==> config.mk <==
export PLATFORM = sky130hd
export DESIGN_NAME = midpoint_line_rasterizer_top_flat
export DESIGN_NICKNAME = d
export VERILOG_FILES = /design/src/design/mlr_pkg.sv /design/src/design/mlr_if.sv /design/src/design/midpoint_line_rasterizer_top.sv /design/src/flat_wrapper.sv
export SDC_FILE = /design/constraint.sdc
export NUM_CORES = 1
export LEC_CHECK = 0
export BUFFER_PORTS_ARGS = -buffer_cell sky130_fd_sc_hd__buf_4
export CELL_PAD_IN_SITES_DETAIL_PLACEMENT = 0
export CELL_PAD_IN_SITES_GLOBAL_PLACEMENT = 1
export CORE_UTILIZATION = 45
export DETAILED_ROUTE_END_ITERATION = 12
export PLACE_DENSITY = 0.9
export RECOVER_POWER = 50
export SLEW_MARGIN = 20
export SYNTH_ARGS = -nofsm -noshare
export SYNTH_HDL_FRONTEND = slang
export SYNTH_SLANG_ARGS = --single-unit
==> constraint.sdc <==
create_clock -name i_clk -period 10.33 [get_ports i_clk]
set_input_delay 0.5165 -clock i_clk [delete_from_list [all_inputs] [get_ports i_clk]]
set_output_delay 0.5165 -clock i_clk [all_outputs]
set_load 0.02 [all_outputs]
==> src/design/mlr_pkg.sv <==
`timescale 1ns / 1ps

package mlr_pkg;

    localparam int COORD_BITS_DEF = 12;
    localparam int COLOR_BITS     = 24;

    typedef enum logic {
        REQ_START   = 1'b0,
        REQ_ADVANCE = 1'b1
    } t_req_type;

endpackage

==> src/design/mlr_if.sv <==
`timescale 1ns / 1ps

// request word: a new line or a step along the current one
interface mlr_req_if #(
    parameter int COORD_BITS = mlr_pkg::COORD_BITS_DEF
);
    logic                                valid;
    logic                                ready;
    logic                                req_type;
    logic signed [COORD_BITS-1:0]        x_start;
    logic signed [COORD_BITS-1:0]        y_start;
    logic signed [COORD_BITS-1:0]        x_end;
    logic signed [COORD_BITS-1:0]        y_end;
    logic        [mlr_pkg::COLOR_BITS-1:0] pixel_color;

    modport source (
        output valid, req_type, x_start, y_start, x_end, y_end, pixel_color,
        input  ready
    );
    modport sink (
        input  valid, req_type, x_start, y_start, x_end, y_end, pixel_color,
        output ready
    );
endinterface

// pixel word
interface mlr_pix_if #(
    parameter int COORD_BITS = mlr_pkg::COORD_BITS_DEF
);
    logic                                valid;
    logic                                ready;
    logic signed [COORD_BITS-1:0]        pixel_x;
    logic signed [COORD_BITS-1:0]        pixel_y;
    logic        [mlr_pkg::COLOR_BITS-1:0] pixel_color_out;
    logic                                last_pixel;

    modport source (
        output valid, pixel_x, pixel_y, pixel_color_out, last_pixel,
        input  ready
    );
    modport sink (
        input  valid, pixel_x, pixel_y, pixel_color_out, last_pixel,
        output ready
    );
endinterface

==> src/design/midpoint_line_rasterizer_top.sv <==
`timescale 1ns / 1ps

// Channel | Dir | Word                                              | Handshake
// i_req   | in  | req_type, x_start, y_start, x_end, y_end, color   | valid/ready
// o_pix   | out | pixel_x, pixel_y, pixel_color_out, last_pixel     | valid/ready
//
// One request word per cycle while i_req.ready is high; a start word is set up
// by the combinational start setup path (endpoint differences, abs, axis compare, decision init).
// A start or an active advance produces a pixel word in the cycle after acceptance.
// i_req.ready is high when the output register is empty or being drained.
// Synchronous active-low reset clears the line-active flag and the output valid.

module midpoint_line_rasterizer_top #(
    parameter int COORD_BITS = mlr_pkg::COORD_BITS_DEF
) (
    input  logic         i_clk,
    input  logic         i_rst_n,
    mlr_req_if.sink      i_req,
    mlr_pix_if.source    o_pix
);
    import mlr_pkg::*;

    localparam int DW = COORD_BITS + 1;  // endpoint difference
    localparam int W  = COORD_BITS + 3;  // decision term and move increment
    localparam int SW = COORD_BITS + 2;  // stay increment

    // line state
    logic signed [COORD_BITS-1:0] r_cur_x, n_cur_x;
    logic signed [COORD_BITS-1:0] r_cur_y, n_cur_y;
    logic signed [COORD_BITS-1:0] r_major_end, n_major_end;
    logic signed [W-1:0]          r_decision, n_decision;
    logic signed [W-1:0]          r_inc_move, n_inc_move;
    logic        [SW-1:0]         r_inc_stay, n_inc_stay;
    logic                         r_minor_neg, n_minor_neg;
    logic                         r_x_major, n_x_major;
    logic                         r_line_active, n_line_active;
    logic        [COLOR_BITS-1:0] r_color, n_color;

    // output register
    logic                         r_out_valid;
    logic signed [COORD_BITS-1:0] r_out_x;
    logic signed [COORD_BITS-1:0] r_out_y;
    logic        [COLOR_BITS-1:0] r_out_color;
    logic                         r_out_last;

    logic in_acc;
    logic is_start;
    logic produce;

    // start setup
    logic signed [DW-1:0]         s_dx, s_dy, s_raw_minor;
    logic        [COORD_BITS-1:0] s_adx, s_ady, s_dmaj, s_dmin;
    logic                         s_x_major, s_swap, s_minor_neg;
    logic signed [COORD_BITS-1:0] s_ma, s_mb, s_na, s_nb, s_maj0, s_min0;

    // advance
    logic                         a_move;
    logic signed [COORD_BITS-1:0] a_step;
    logic                         e_last;

    assign i_req.ready = !r_out_valid || o_pix.ready;
    assign in_acc      = i_req.valid && i_req.ready;
    assign is_start    = (t_req_type'(i_req.req_type) == REQ_START);
    assign produce     = in_acc && (is_start || r_line_active);

    always_comb begin
        s_dx = $signed({i_req.x_end[COORD_BITS-1], i_req.x_end})
             - $signed({i_req.x_start[COORD_BITS-1], i_req.x_start});
        s_dy = $signed({i_req.y_end[COORD_BITS-1], i_req.y_end})
             - $signed({i_req.y_start[COORD_BITS-1], i_req.y_start});
        s_adx = s_dx[DW-1] ? COORD_BITS'(-s_dx) : COORD_BITS'(s_dx);
        s_ady = s_dy[DW-1] ? COORD_BITS'(-s_dy) : COORD_BITS'(s_dy);
        s_x_major = (s_ady <= s_adx);

        s_ma        = s_x_major ? i_req.x_start : i_req.y_start;
        s_mb        = s_x_major ? i_req.x_end   : i_req.y_end;
        s_na        = s_x_major ? i_req.y_start : i_req.x_start;
        s_nb        = s_x_major ? i_req.y_end   : i_req.x_end;
        s_dmaj      = s_x_major ? s_adx : s_ady;
        s_dmin      = s_x_major ? s_ady : s_adx;
        s_raw_minor = s_x_major ? s_dy : s_dx;
        // endpoints swap when the major coordinate falls; the minor sign flips with it
        s_swap      = s_x_major ? s_dx[DW-1] : s_dy[DW-1];
        s_minor_neg = s_swap ? (!s_raw_minor[DW-1] && (s_raw_minor != '0))
                             : s_raw_minor[DW-1];
        s_maj0      = s_swap ? s_mb : s_ma;
        s_min0      = s_swap ? s_nb : s_na;

        a_move = (r_decision > 0);
        a_step = r_minor_neg ? '1 : COORD_BITS'(1);

        n_cur_x     = r_cur_x;
        n_cur_y     = r_cur_y;
        n_major_end = r_major_end;
        n_decision  = r_decision;
        n_inc_move  = r_inc_move;
        n_inc_stay  = r_inc_stay;
        n_minor_neg = r_minor_neg;
        n_x_major   = r_x_major;
        n_color     = r_color;

        if (is_start) begin
            n_x_major   = s_x_major;
            n_minor_neg = s_minor_neg;
            n_major_end = s_swap ? s_ma : s_mb;
            n_cur_x     = s_x_major ? s_maj0 : s_min0;
            n_cur_y     = s_x_major ? s_min0 : s_maj0;
            n_decision  = $signed({2'b00, s_dmin, 1'b0}) - $signed({3'b000, s_dmaj});
            n_inc_move  = $signed({2'b00, s_dmin, 1'b0}) - $signed({2'b00, s_dmaj, 1'b0});
            n_inc_stay  = {1'b0, s_dmin, 1'b0};
            n_color     = i_req.pixel_color;
        end else begin
            n_decision = r_decision + (a_move ? r_inc_move : $signed({1'b0, r_inc_stay}));
            if (r_x_major) begin
                n_cur_x = r_cur_x + COORD_BITS'(1);
                n_cur_y = a_move ? r_cur_y + a_step : r_cur_y;
            end else begin
                n_cur_y = r_cur_y + COORD_BITS'(1);
                n_cur_x = a_move ? r_cur_x + a_step : r_cur_x;
            end
        end

        e_last        = ((n_x_major ? n_cur_x : n_cur_y) == n_major_end);
        n_line_active = !e_last;
    end

    always_ff @(posedge i_clk) begin
        if (!i_rst_n) begin
            r_line_active <= 1'b0;
            r_out_valid   <= 1'b0;
        end else begin
            if (produce) begin
                r_line_active <= n_line_active;
            end
            if (in_acc) begin
                r_out_valid <= produce;
            end else if (o_pix.ready) begin
                r_out_valid <= 1'b0;
            end
        end
    end

    always_ff @(posedge i_clk) begin
        if (produce) begin
            r_cur_x     <= n_cur_x;
            r_cur_y     <= n_cur_y;
            r_major_end <= n_major_end;
            r_decision  <= n_decision;
            r_inc_move  <= n_inc_move;
            r_inc_stay  <= n_inc_stay;
            r_minor_neg <= n_minor_neg;
            r_x_major   <= n_x_major;
            r_color     <= n_color;
            r_out_x     <= n_cur_x;
            r_out_y     <= n_cur_y;
            r_out_color <= n_color;
            r_out_last  <= e_last;
        end
    end

    assign o_pix.valid           = r_out_valid;
    assign o_pix.pixel_x         = r_out_x;
    assign o_pix.pixel_y         = r_out_y;
    assign o_pix.pixel_color_out = r_out_color;
    assign o_pix.last_pixel      = r_out_last;

    a_start_emits: assert property (@(posedge i_clk) disable iff (!i_rst_n)
        in_acc && is_start |=> o_pix.valid)
        else $error("start word gave no pixel");

    a_idle_advance: assert property (@(posedge i_clk) disable iff (!i_rst_n)
        in_acc && !is_start && !r_line_active |=> !o_pix.valid)
        else $error("advance without a line gave a pixel");

    a_last_ends_line: assert property (@(posedge i_clk) disable iff (!i_rst_n)
        r_out_valid && r_out_last |-> !r_line_active)
        else $error("line still active after last pixel");

    a_ready_when_empty: assert property (@(posedge i_clk) disable iff (!i_rst_n)
        !r_out_valid |-> i_req.ready)
        else $error("request blocked with empty output register");

endmodule
==> src/flat_wrapper.sv <==
// flat-port wrapper written by rule: the top's interface ports become plain ports
module midpoint_line_rasterizer_top_flat import mlr_pkg::*;
#(
    parameter int COORD_BITS = mlr_pkg::COORD_BITS_DEF
)
  (i_clk, i_rst_n, i_req_valid, i_req_req_type, i_req_x_start, i_req_y_start, i_req_x_end, i_req_y_end, i_req_pixel_color, i_req_ready, o_pix_valid, o_pix_pixel_x, o_pix_pixel_y, o_pix_pixel_color_out, o_pix_last_pixel, o_pix_ready);
  mlr_req_if #(.COORD_BITS(COORD_BITS)) i_req_i ();
  mlr_pix_if #(.COORD_BITS(COORD_BITS)) o_pix_i ();
  input  logic i_clk;
  input  logic i_rst_n;
  input wire logic [$bits(i_req_i.valid)-1:0] i_req_valid;
  input wire logic [$bits(i_req_i.req_type)-1:0] i_req_req_type;
  input wire logic [$bits(i_req_i.x_start)-1:0] i_req_x_start;
  input wire logic [$bits(i_req_i.y_start)-1:0] i_req_y_start;
  input wire logic [$bits(i_req_i.x_end)-1:0] i_req_x_end;
  input wire logic [$bits(i_req_i.y_end)-1:0] i_req_y_end;
  input wire logic [$bits(i_req_i.pixel_color)-1:0] i_req_pixel_color;
  output wire logic [$bits(i_req_i.ready)-1:0] i_req_ready;
  output wire logic [$bits(o_pix_i.valid)-1:0] o_pix_valid;
  output wire logic [$bits(o_pix_i.pixel_x)-1:0] o_pix_pixel_x;
  output wire logic [$bits(o_pix_i.pixel_y)-1:0] o_pix_pixel_y;
  output wire logic [$bits(o_pix_i.pixel_color_out)-1:0] o_pix_pixel_color_out;
  output wire logic [$bits(o_pix_i.last_pixel)-1:0] o_pix_last_pixel;
  input wire logic [$bits(o_pix_i.ready)-1:0] o_pix_ready;
  assign i_req_i.valid = i_req_valid;
  assign i_req_i.req_type = i_req_req_type;
  assign i_req_i.x_start = i_req_x_start;
  assign i_req_i.y_start = i_req_y_start;
  assign i_req_i.x_end = i_req_x_end;
  assign i_req_i.y_end = i_req_y_end;
  assign i_req_i.pixel_color = i_req_pixel_color;
  assign i_req_ready = i_req_i.ready;
  assign o_pix_valid = o_pix_i.valid;
  assign o_pix_pixel_x = o_pix_i.pixel_x;
  assign o_pix_pixel_y = o_pix_i.pixel_y;
  assign o_pix_pixel_color_out = o_pix_i.pixel_color_out;
  assign o_pix_last_pixel = o_pix_i.last_pixel;
  assign o_pix_i.ready = o_pix_ready;
  midpoint_line_rasterizer_top #(.COORD_BITS(COORD_BITS)) u_core (.i_clk(i_clk), .i_rst_n(i_rst_n), .i_req(i_req_i), .o_pix(o_pix_i));
endmodule
==> out/metrics.csv, run 1 <==
metric,value,unit
status,finished with violations,
violations,"max-capacitance violations, max-slew violations",
slowest_stage,a211oi_1,
hp-start,i_req_pixel_color[10],
grt.busiest_layer,met2,
max_slew_margin,-102,%
grt_antenna_before_repair,1,
worst_pin_slew,3030,ps
overflow,0,
setup_viol,0,
synth_fp_nets,1455,
synth_top_area_cell,edfxtp_1,
maxCapViolCount,2,
fin_crit_sh,80.5,%
fin_nets,1549,
cts_tree,yes,
dp.cells,1694,
antennaDiodeCount,0,
cts_sinks,105,
dieArea,24500,µm²
max_stage_delay,510,ps
ys_ff_latch,105,
post_drt_wl_per_cell,18.4,µm
initial_core_util,45.9,%
ys_warn_count,0,
globalRouteMet3Util,2.41,%
insertion_delay,340,ps
vias_per_cell,5.85,
nFillCells,2297,
critPathKind,input pin to flip-flop,
drive_gt1_share,10.4,%
path_clk_slew,80,ps
drtPass1Iterations,6,
use_met1,37.9,%
cts_hold_buf,0,
port-buffer-count,127,
syn2layout_area_growth,12.3,%
p_leak,4.95,nW
cp.required,10360,ps
grt_pass1_vias,8956,
placementRows,56,
rsz0062_at_grt,no,
stdcell_count,1710,
met2_usage,39.2,%
ys.flop_type,edfxtp_1,
ctsResizeCount,0,
async_reset_ff_share,0,%
clockRootBuffer,clkbuf_16,
grt_pass1_wl,48300,µm
startpoint_type,input pin,
clock_skew,12.2,ps
syn_area,10800,µm²
clock.fmax,120,MHz
ctsLongestPathBuffers,2,
fin_setup_tns,0,ps
finalWirelength,31400,µm
vias,10012,
grt_max_degree,90,
die_h,157,µm
ys_types,88,
vdd_drop_max,0.123,mV
worstSetupEndpointType,flip-flop,
gr-usage-all-layers,25.5,%
crit_arrival,8340,ps
drc_errors,0,
pin_count,128,
yosysMostFrequentCell,nand2_1,
synth.yosys.seq_area_share,29.1,%
netlist_top_cells_area,"edfxtp_1 (29%), ha_1 (9.3%), nand2_1 (5.7%)",
dp_hpwl,24600,µm
gp_congestion,0.916,
drv_slew,107,
hold_viol_final,0,
synth-edff-count,103,
syn_inst,1292,
avgSynthCellArea,8.33,µm²
cp_num_buf_inv,3,
drt_iter0_drc,971,
design.core.area,23500,µm²
post_cts_buffers,0,
hold_path.class,input pin to flip-flop,
cts_buffers,9,
die_x,157,µm
critPathLaunch,i_req_x_end[0],
r2r_start,u_core.r_decision[9],
period_minus_slack,8310,ps
htree_num_levels,3,
yosysTopAreaCellShare,28.7,%
netlist_top_cells_count,"nand2_1 (163), nor2_1 (107), edfxtp_1 (103)",
power.density,284,nW/µm²
path_max_fanout,23,
antenna_left,0,
worst_path_dominant_cell_family,compound AO/OA/AOI/OAI gates,
==> worst paths after layout <==
kind | to | slack (ps) | cells past startpoint
setup / recovery | u_core.r_decision[12] | 2020 | 32
hold / removal | u_core.r_color[10] | 360 | 1
setup reg to reg | u_core.r_decision[14] | 5660 | 21
hold reg to reg | u_core.r_line_active | 540 | 2
==> per-stage QoR <==
stage / cell area, µm² / worst slack (ps) / utilization (%) / power [mW] / hold slack (ps)
2_1_floorplan: 10800 / 2170 / - / 2.52 / 509
3_3_place_gp: 12000 / 2040 / 51.1 / 3.04 / 541
3_5_place_dp: 12000 / 1810 / 51.1 / 3.08 / 528
4_1_cts: 12300 / 2170 / 52.4 / 3.42 / 332
5_1_grt: 12100 / 1280 / 51.5 / 3.71 / 350
6_report: 12100 / 2020 / 51.5 / 3.43 / 365
==> routing by layer <==
metal / up-vias / wire (µm)
met1: 4699 / 15000
met2: 358 / 13600
met4: 0 / 603
met3: 32 / 2230
li1: 4923 / -
met5: - / 0
==> kinds of logic after synthesis <==
kind of cell / after synthesis / synth area share [%]
xor+xnor: 104 / 8.53
buf+inv: 119 / 4.47
mux: 49 / 4.67
simple gates: 434 / 19.0
compound gates: 393 / 23.6
fa+ha+maj: 88 / 10.6
flops: 105 / 29.1
==> where the power goes <==
part / switching (mW) / leakage [nW] / internal [mW]
sequential: 0.0582 / 0.982 / 0.647
combinational: 1.44 / 3.83 / 0.947
clock: 0.163 / 0.136 / 0.170
==> area by class of cell <==
| type | instances | area, µm² | share of cell area (%) |
|---|---|---|---|
| clock inverters | 6 | 62.6 | 0.518 |
| flip-flops and latches | 105 | 3130 | 25.9 |
| well taps | 319 | 399 | 3.30 |
| repair buffers | 139 | 845 | 6.99 |
| multi-input cells | 1068 | 7180 | 59.4 |
| inverters | 63 | 236 | 1.96 |
| clock buffers | 10 | 229 | 1.89 |
==> sequential cells by signal (all words and copies together), names as in the netlist, 12 cells and up <==
name and flops:
u_core.r_color 24, u_core.r_cur_x 12, u_core.r_cur_y 12, u_core.r_decision 15, u_core.r_inc_move 13, u_core.r_inc_stay 12
u_core.r_major_end 12
==> worst reg2reg max path, stage by stage, from the launching register on <==
cell and delay, ps:
edfxtp_1 400, nor4_1 560, a41o_1 250, buf_4 370
nand2_1 110, nand2_1 150, ha_1 260, a21o_1 160
a21oi_1 230, o21bai_1 90, a21oi_1 220, o21bai_1 90
a21oi_1 220, o21bai_1 110, a21oi_1 220, nor2b_1 70
o21a_1 180, o21ai_0 210, nand2b_1 90, a21oi_1 190
xnor2_1 140, o21ai_1 70
==> placed cells by master, fill, tap and decap left out, drive strengths merged, types with 16 or more instances in the layout <==
cell and count:
edfxtp 103, a31oi 16, nor3 17, inv 66
mux2i 39, ha 80, nand3 33, buf 61
a21oi 102, nand2b 16, xnor2 56, clkbuf 88
o211ai 28, o21a 20, nor2 108, o21ai 106
and3 18, a21o 16, xor2 48, nand2 164
Power figures use the tool's default switching activity.
==> inputs of run 2 (changes only) <==
--- a/config.mk
+++ b/config.mk
@@ -5,10 +5,11 @@
 export SDC_FILE = /design/constraint.sdc
 export NUM_CORES = 1
 export LEC_CHECK = 0
+export ABC_AREA = 1
 export BUFFER_PORTS_ARGS = -buffer_cell sky130_fd_sc_hd__buf_4
 export CELL_PAD_IN_SITES_DETAIL_PLACEMENT = 0
 export CELL_PAD_IN_SITES_GLOBAL_PLACEMENT = 1
-export CORE_UTILIZATION = 45
+export CORE_UTILIZATION = 43
 export DETAILED_ROUTE_END_ITERATION = 12
 export PLACE_DENSITY = 0.9
 export RECOVER_POWER = 50
==> constraint.sdc (replaced) <==
create_clock -name i_clk -period 8.14 [get_ports i_clk]
set_input_delay 0.407 -clock i_clk [delete_from_list [all_inputs] [get_ports i_clk]]
set_output_delay 0.407 -clock i_clk [all_outputs]
set_load 0.02 [all_outputs]
==> out/metrics.csv, run 2 <==
metric,value,unit,change
status,finished with violations,,
violations,"max-capacitance violations, max-slew violations",,
cts_buffers,9,,unchanged
antennaDiodeCount,0,,unchanged
rsz0062_at_grt,no,,
path_clk_slew,80,ps,about the same
period_minus_slack,6600,ps,
fin_area,12600,µm²,+4.3%
clock.fmax,152,MHz,
max_slew_margin,-111,%,-8.6 points
startpoint_type,input pin,,
gp_congestion,1.01,,+10%
pin_count,128,,unchanged
critPathLaunch,i_req_x_end[0],,
hp-start,i_req_pixel_color[5],,
pwr-share-seq,17.8,%,-2.8 points
hold_path.class,input pin to flip-flop,,
drtPass1Iterations,7,,+1
vdd_drop_max,0.224,mV,+82%
final_cell_mix,"nand2_1 (533), inv_1 (246), nand3_1 (187)",,
cts_sinks,105,,unchanged
initial_core_util,43.6,%,-2.3 points
grt_pass1_wl,55200,µm,+14%
reg_top3,"u_core.r_color x24, u_core.r_decision x15, u_core.r_inc_move x13",,
drv_slew,112,,+4.7%
place_area,12500,µm²,+4.3%
drt_iter0_drc,1098,,+13%
largest_reg_flops,24,,unchanged
setup_viol,0,,unchanged
gr-usage-all-layers,26.1,%,+0.64 points
synth_top_area_cell,edfxtp_1,,
syn2layout_area_growth,11.3,%,
ys.flop_type,edfxtp_1,,
power,5.60,mW,+63%
cp.required,8250,ps,-2110 ps
ctsResizeCount,0,,unchanged
nFillCells,2676,,+16%
fin_crit_sh,81.0,%,
syn_inst,1717,,+33%
clock_skew,11.3,ps,-0.860 ps
worstSetupEndpointType,flip-flop,,
cts_tree,yes,,
synth-edff-count,103,,unchanged
vias_per_cell,5.33,,-9.0%
clockRootBuffer,clkbuf_16,,
port-buffer-count,127,,unchanged
avgSynthCellArea,6.60,µm²,-21%
grt_max_degree,54,,-40%
fin_setup_tns,0,ps,unchanged
drc_errors,0,,unchanged
dieArea,27000,µm²,+10%
yosysMostFrequentCell,nand2_1,,
p_sw,3.17,mW,+91%
path_common_cell,nand3_1,,
insertion_delay,360,ps,+20 ps
grt_antenna_before_repair,0,,-1
power.internal,2.42,mW,+37%
worst_slack,1540,ps,-474 ps
combPwrFrac,74.2,%,+4.5 points
async_reset_ff_share,0,%,unchanged
power.density,444,nW/µm²,+56%
swShare,56.7,%,+8.2 points
grt_pass1_vias,10191,,+14%
maxCapViolCount,3,,+1
design.core.area,26000,µm²,+11%
antenna_left,0,,unchanged
r2r_start,u_core.r_decision[2],,
yosysTopAreaCellShare,27.3,%,-1.4 points
ys_ff_latch,105,,unchanged
preCtsSetupSlack,1420,ps,-392 ps
path_max_fanout,42,,+83%
vias,11507,,+15%
htree_num_levels,3,,unchanged
ctsLongestPathBuffers,2,,unchanged
finalWirelength,35200,µm,+12%
overflow,0,,unchanged
cts_hold_buf,0,,unchanged
crit_arrival,6710,ps,-1630 ps
p_leak,6.30,nW,+27%
placementRows,59,,+5.4%
post_drt_wl_per_cell,16.3,µm,-11%
ys_types,52,,-41%
netlist_top_cells_area,"edfxtp_1 (27%), nand2_1 (18%), ha_1 (8.8%)",,
die_h,164,µm,+4.9%
dp_hpwl,28200,µm,+15%
die_x,164,µm,+4.9%
largest_register,u_core.r_color,,
ys_warn_count,0,,unchanged
critPathKind,input pin to flip-flop,,
netlist_top_cells_count,"nand2_1 (533), inv_1 (247), nand3_1 (187)",,
hold_slack,240,ps,-125 ps
synth_fp_nets,1880,,+29%
syn_area,11300,µm²,+5.3%
slowest_stage,fa_1,,
p_clk_share,8.0,%,-1.7 points
drive_gt1_share,8.49,%,-1.9 points
fin_util,48.5,%,-3.0 points
dp.cells,2144,,+27%
synth.yosys.seq_area_share,27.7,%,-1.5 points
max_stage_delay,520,ps,about the same
fin_nets,1983,,+28%
final_common_cell,nand2_1,,
post_cts_buffers,0,,unchanged
stdcell_count,2160,,+26%
worst_pin_slew,3160,ps,+129 ps
hold_viol_final,0,,unchanged
==> run 2: changes by cell type after synthesis, moves of 18 or more <==
cell / previous run / this run
nand2_1: 163 / 533
inv_1: 63 / 247
nand3_1: 32 / 187
xnor2_1: 56 / 10
mux2i_1: 39 / 0
o211ai_1: 27 / 3
nand4_1: 8 / 29
o21a_1: 20 / 1
and3_1: 18 / 0
clkbuf_1: 33 / 15
==> run 2: per-layer routing <==
layer  up-vias  GRT usage [%]  routed length [µm]
li1       5861              -                   -
met4         0           6.02                 592
met5         -              0                   0
met2       458           40.0               15200
met1      5153           39.3               17000
met3        35           2.20                2370
==> run 2: final timing paths <==
kind                           end  slack [ps]  depth (start not counted)
max          u_core.r_decision[12]        1540                         31
min              u_core.r_color[5]         240                          1
max reg2reg  u_core.r_decision[14]        3330                         33
min reg2reg     u_core.o_pix.valid         590                          4
==> run 2: area by class of cell <==
type,count,area (µm²),area share [%]
Clock inverter,7,80.1,0.635
Clock buffer,9,225,1.79
Sequential cell,105,3130,24.8
Inverter,258,971,7.70
Multi-Input combinational cell,1308,6950,55.1
Tap cell,335,419,3.32
Timing Repair Buffer,138,833,6.61
==> run 2: critical path, delay by kind of cell <==
family	cells	cell delay, ps
AOI/OAI and AO/OA	4	990
xor gates and xnor gates	1	300
adders and majority gates	4	1470
buffers and inverters	4	630
and+or+nand+nor	18	2890
==> run 2: power groups by stage <==
stage,clock network (mW),registers (mW),logic [mW]
after global placement,0,1.00,4.06
after CTS,0.457,0.995,4.12
after detailed placement,0,1.01,4.10
final,0.449,0.997,4.15
after floorplan,0,1.02,3.14
after global routing,0.471,1.02,4.66
==> run 2: kinds of logic after synthesis <==
| group | Yosys count | share of synthesized area [%] |
|---|---|---|
| simple gates | 902 | 34.0 |
| xor+xnor | 53 | 4.16 |
| flops | 105 | 27.7 |
| fa+ha+maj | 86 | 9.89 |
| compound gates | 267 | 13.3 |
| buf+inv | 304 | 11.0 |
==> inputs of run 3 (changes only) <==
--- a/config.mk
+++ b/config.mk
@@ -9,9 +9,9 @@
 export BUFFER_PORTS_ARGS = -buffer_cell sky130_fd_sc_hd__buf_4
 export CELL_PAD_IN_SITES_DETAIL_PLACEMENT = 0
 export CELL_PAD_IN_SITES_GLOBAL_PLACEMENT = 1
-export CORE_UTILIZATION = 43
+export CORE_UTILIZATION = 39
 export DETAILED_ROUTE_END_ITERATION = 12
-export PLACE_DENSITY = 0.9
+export PLACE_DENSITY = 0.87
 export RECOVER_POWER = 50
 export SLEW_MARGIN = 20
 export SYNTH_ARGS = -nofsm -noshare
==> constraint.sdc (replaced) <==
create_clock -name i_clk -period 5.3 [get_ports i_clk]
set_input_delay 0.265 -clock i_clk [delete_from_list [all_inputs] [get_ports i_clk]]
set_output_delay 0.265 -clock i_clk [all_outputs]
set_load 0.02 [all_outputs]
==> out/metrics.csv, run 3 (same netlist as run 2, synthesis figures left out) <==
metric,value,unit,change
htree_num_levels,3,,unchanged
r2r_start,u_core.r_decision[2],,
critPathLaunch,i_req_y_end[0],,
grt_max_degree,54,,unchanged
max_slew_margin,42.6,%,+150 points
worst_path_dominant_cell_family,adder cells,,
clock.fmax,204,MHz,
max_stage_delay,410,ps,-110 ps
power.internal,4.77,mW,+97%
path_max_fanout,18,,-57%
hold_path.class,input pin to flip-flop,,
die_h,172,µm,+4.9%
pwr-share-seq,15.5,%,-2.3 points
vias,11939,,+3.8%
multi_input_area,7050,µm²,+1.4%
clockRootBuffer,clkbuf_16,,
finalWirelength,36200,µm,+2.9%
cts_hold_buf,0,,unchanged
gr-usage-all-layers,24.4,%,-1.7 points
stdcell_count,2320,,+7.4%
fin_crit_sh,92.7,%,
die_x,172,µm,+4.9%
cp_num_buf_inv,7,,+3
path_clk_slew,70,ps,about the same
period_minus_slack,4910,ps,
final_cell_mix,"nand2_1 (533), inv_1 (246), nand3_1 (187)",,
antennaDiodeCount,0,,unchanged
combPwrFrac,77.5,%,+3.3 points
startpoint_type,input pin,,
final_common_cell,nand2_1,,
drt_iter0_drc,1071,,-2.5%
drv_slew,0,,-100%
hold_slack,98.5,ps,-141 ps
fin_area,13700,µm²,+8.8%
hold_viol_final,0,,unchanged
power.density,723,nW/µm²,+63%
crit_arrival,5020,ps,-1690 ps
grt_pass1_wl,55900,µm,+1.3%
largest_reg_flops,24,,unchanged
clock_skew,11.4,ps,+0.0894 ps
worst_pin_slew,861,ps,-2300 ps
swShare,51.9,%,-4.8 points
slowest_stage,fa_1,,
initial_core_util,39.6,%,-4.0 points
p_leak,6.91,nW,+9.7%
rsz0062_at_grt,yes,,
fin_util,47.9,%,-0.61 points
drc_errors,0,,unchanged
vias_per_cell,5.15,,-3.4%
power,9.92,mW,+77%
largest_register,u_core.r_color,,
reg_top3,"u_core.r_color x24, u_core.r_decision x15, u_core.r_inc_move x13",,
ff_latch_area,3130,µm²,unchanged
critPathKind,input pin to flip-flop,,
place_area,13500,µm²,+7.7%
grt_antenna_before_repair,0,,unchanged
setup_viol,0,,unchanged
cts_buffers,9,,unchanged
preCtsSetupSlack,-226,ps,-1650 ps
design.core.area,28600,µm²,+10%
fin_setup_tns,0,ps,unchanged
drtPass1Iterations,6,,-1
status,completed,,
port-buffer-count,127,,unchanged
cts_tree,yes,,
insertion_delay,370,ps,about the same
worstSetupEndpointType,flip-flop,,
grt_pass1_vias,10578,,+3.8%
overflow,0,,unchanged
maxCapViolCount,0,,-3
dp.cells,2301,,+7.3%
gp_congestion,1.01,,-0.40%
ctsLongestPathBuffers,2,,unchanged
syn2layout_area_growth,21.1,%,
p_sw,5.15,mW,+62%
drive_gt1_share,14.5,%,+6.0 points
post_drt_wl_per_cell,15.6,µm,-4.2%
dieArea,29700,µm²,+10%
hp-start,i_req_pixel_color[20],,
vdd_drop_max,0.309,mV,+38%
dp_hpwl,29600,µm,+4.9%
worst_slack,389,ps,-1160 ps
pin_count,128,,unchanged
path_common_cell,nand3_1,,
p_clk_share,7.0,%,-1.0 points
nFillCells,2964,,+11%
fin_nets,2094,,+5.6%
cts_sinks,105,,unchanged
cp.required,5410,ps,-2840 ps
placementRows,62,,+5.1%
antenna_left,0,,unchanged
==> run 3: cell count changes in the layout (fill, tap and decap cells not counted), sizes merged <==
cell      delta
buf        +114
bufinv       +1
clkbuf       -3
clkinvlp     -1
==> run 3: power groups by stage <==
stage	Sequential [mW]	Clock, mW	Combinational [mW]
6_report	1.54	0.693	7.69
5_1_grt	1.56	0.734	8.61
4_1_cts	1.54	0.710	7.53
3_5_place_dp	1.56	0	7.49
3_3_place_gp	1.55	0	7.42
2_1_floorplan	1.57	0	4.82
==> run 3: cell type report <==
type / count / area share [%]
Clock buffer: 9 / 1.64
Multi-Input combinational cell: 1308 / 51.4
Tap cell: 384 / 3.50
Sequential cell: 105 / 22.8
Inverter: 258 / 7.08
Timing Repair Buffer: 249 / 13.0
Clock inverter: 7 / 0.565
==> run 3: final timing paths <==
kind	slack, ps	end	depth (start not counted)
max reg2reg	770	u_core.r_decision[14]	31
min reg2reg	570	u_core.r_major_end[3]	2
max	390	u_core.r_decision[12]	31
min	100	u_core.r_color[20]	1
==> run 3: routing by layer <==
metal | vias up | global-route usage, % | routed length [µm]
li1 | 6100 | - | -
met3 | 30 | 2.86 | 2420
met5 | - | 0 | 0
met2 | 390 | 39.1 | 16000
met4 | 0 | 6.08 | 595
met1 | 5419 | 34.7 | 17200
==> run 3: timing repair <==
action                                  CTS  global route
endpoints found under the setup margin    0            18
gates resized for setup                   0            22
setup buffers                             0             3
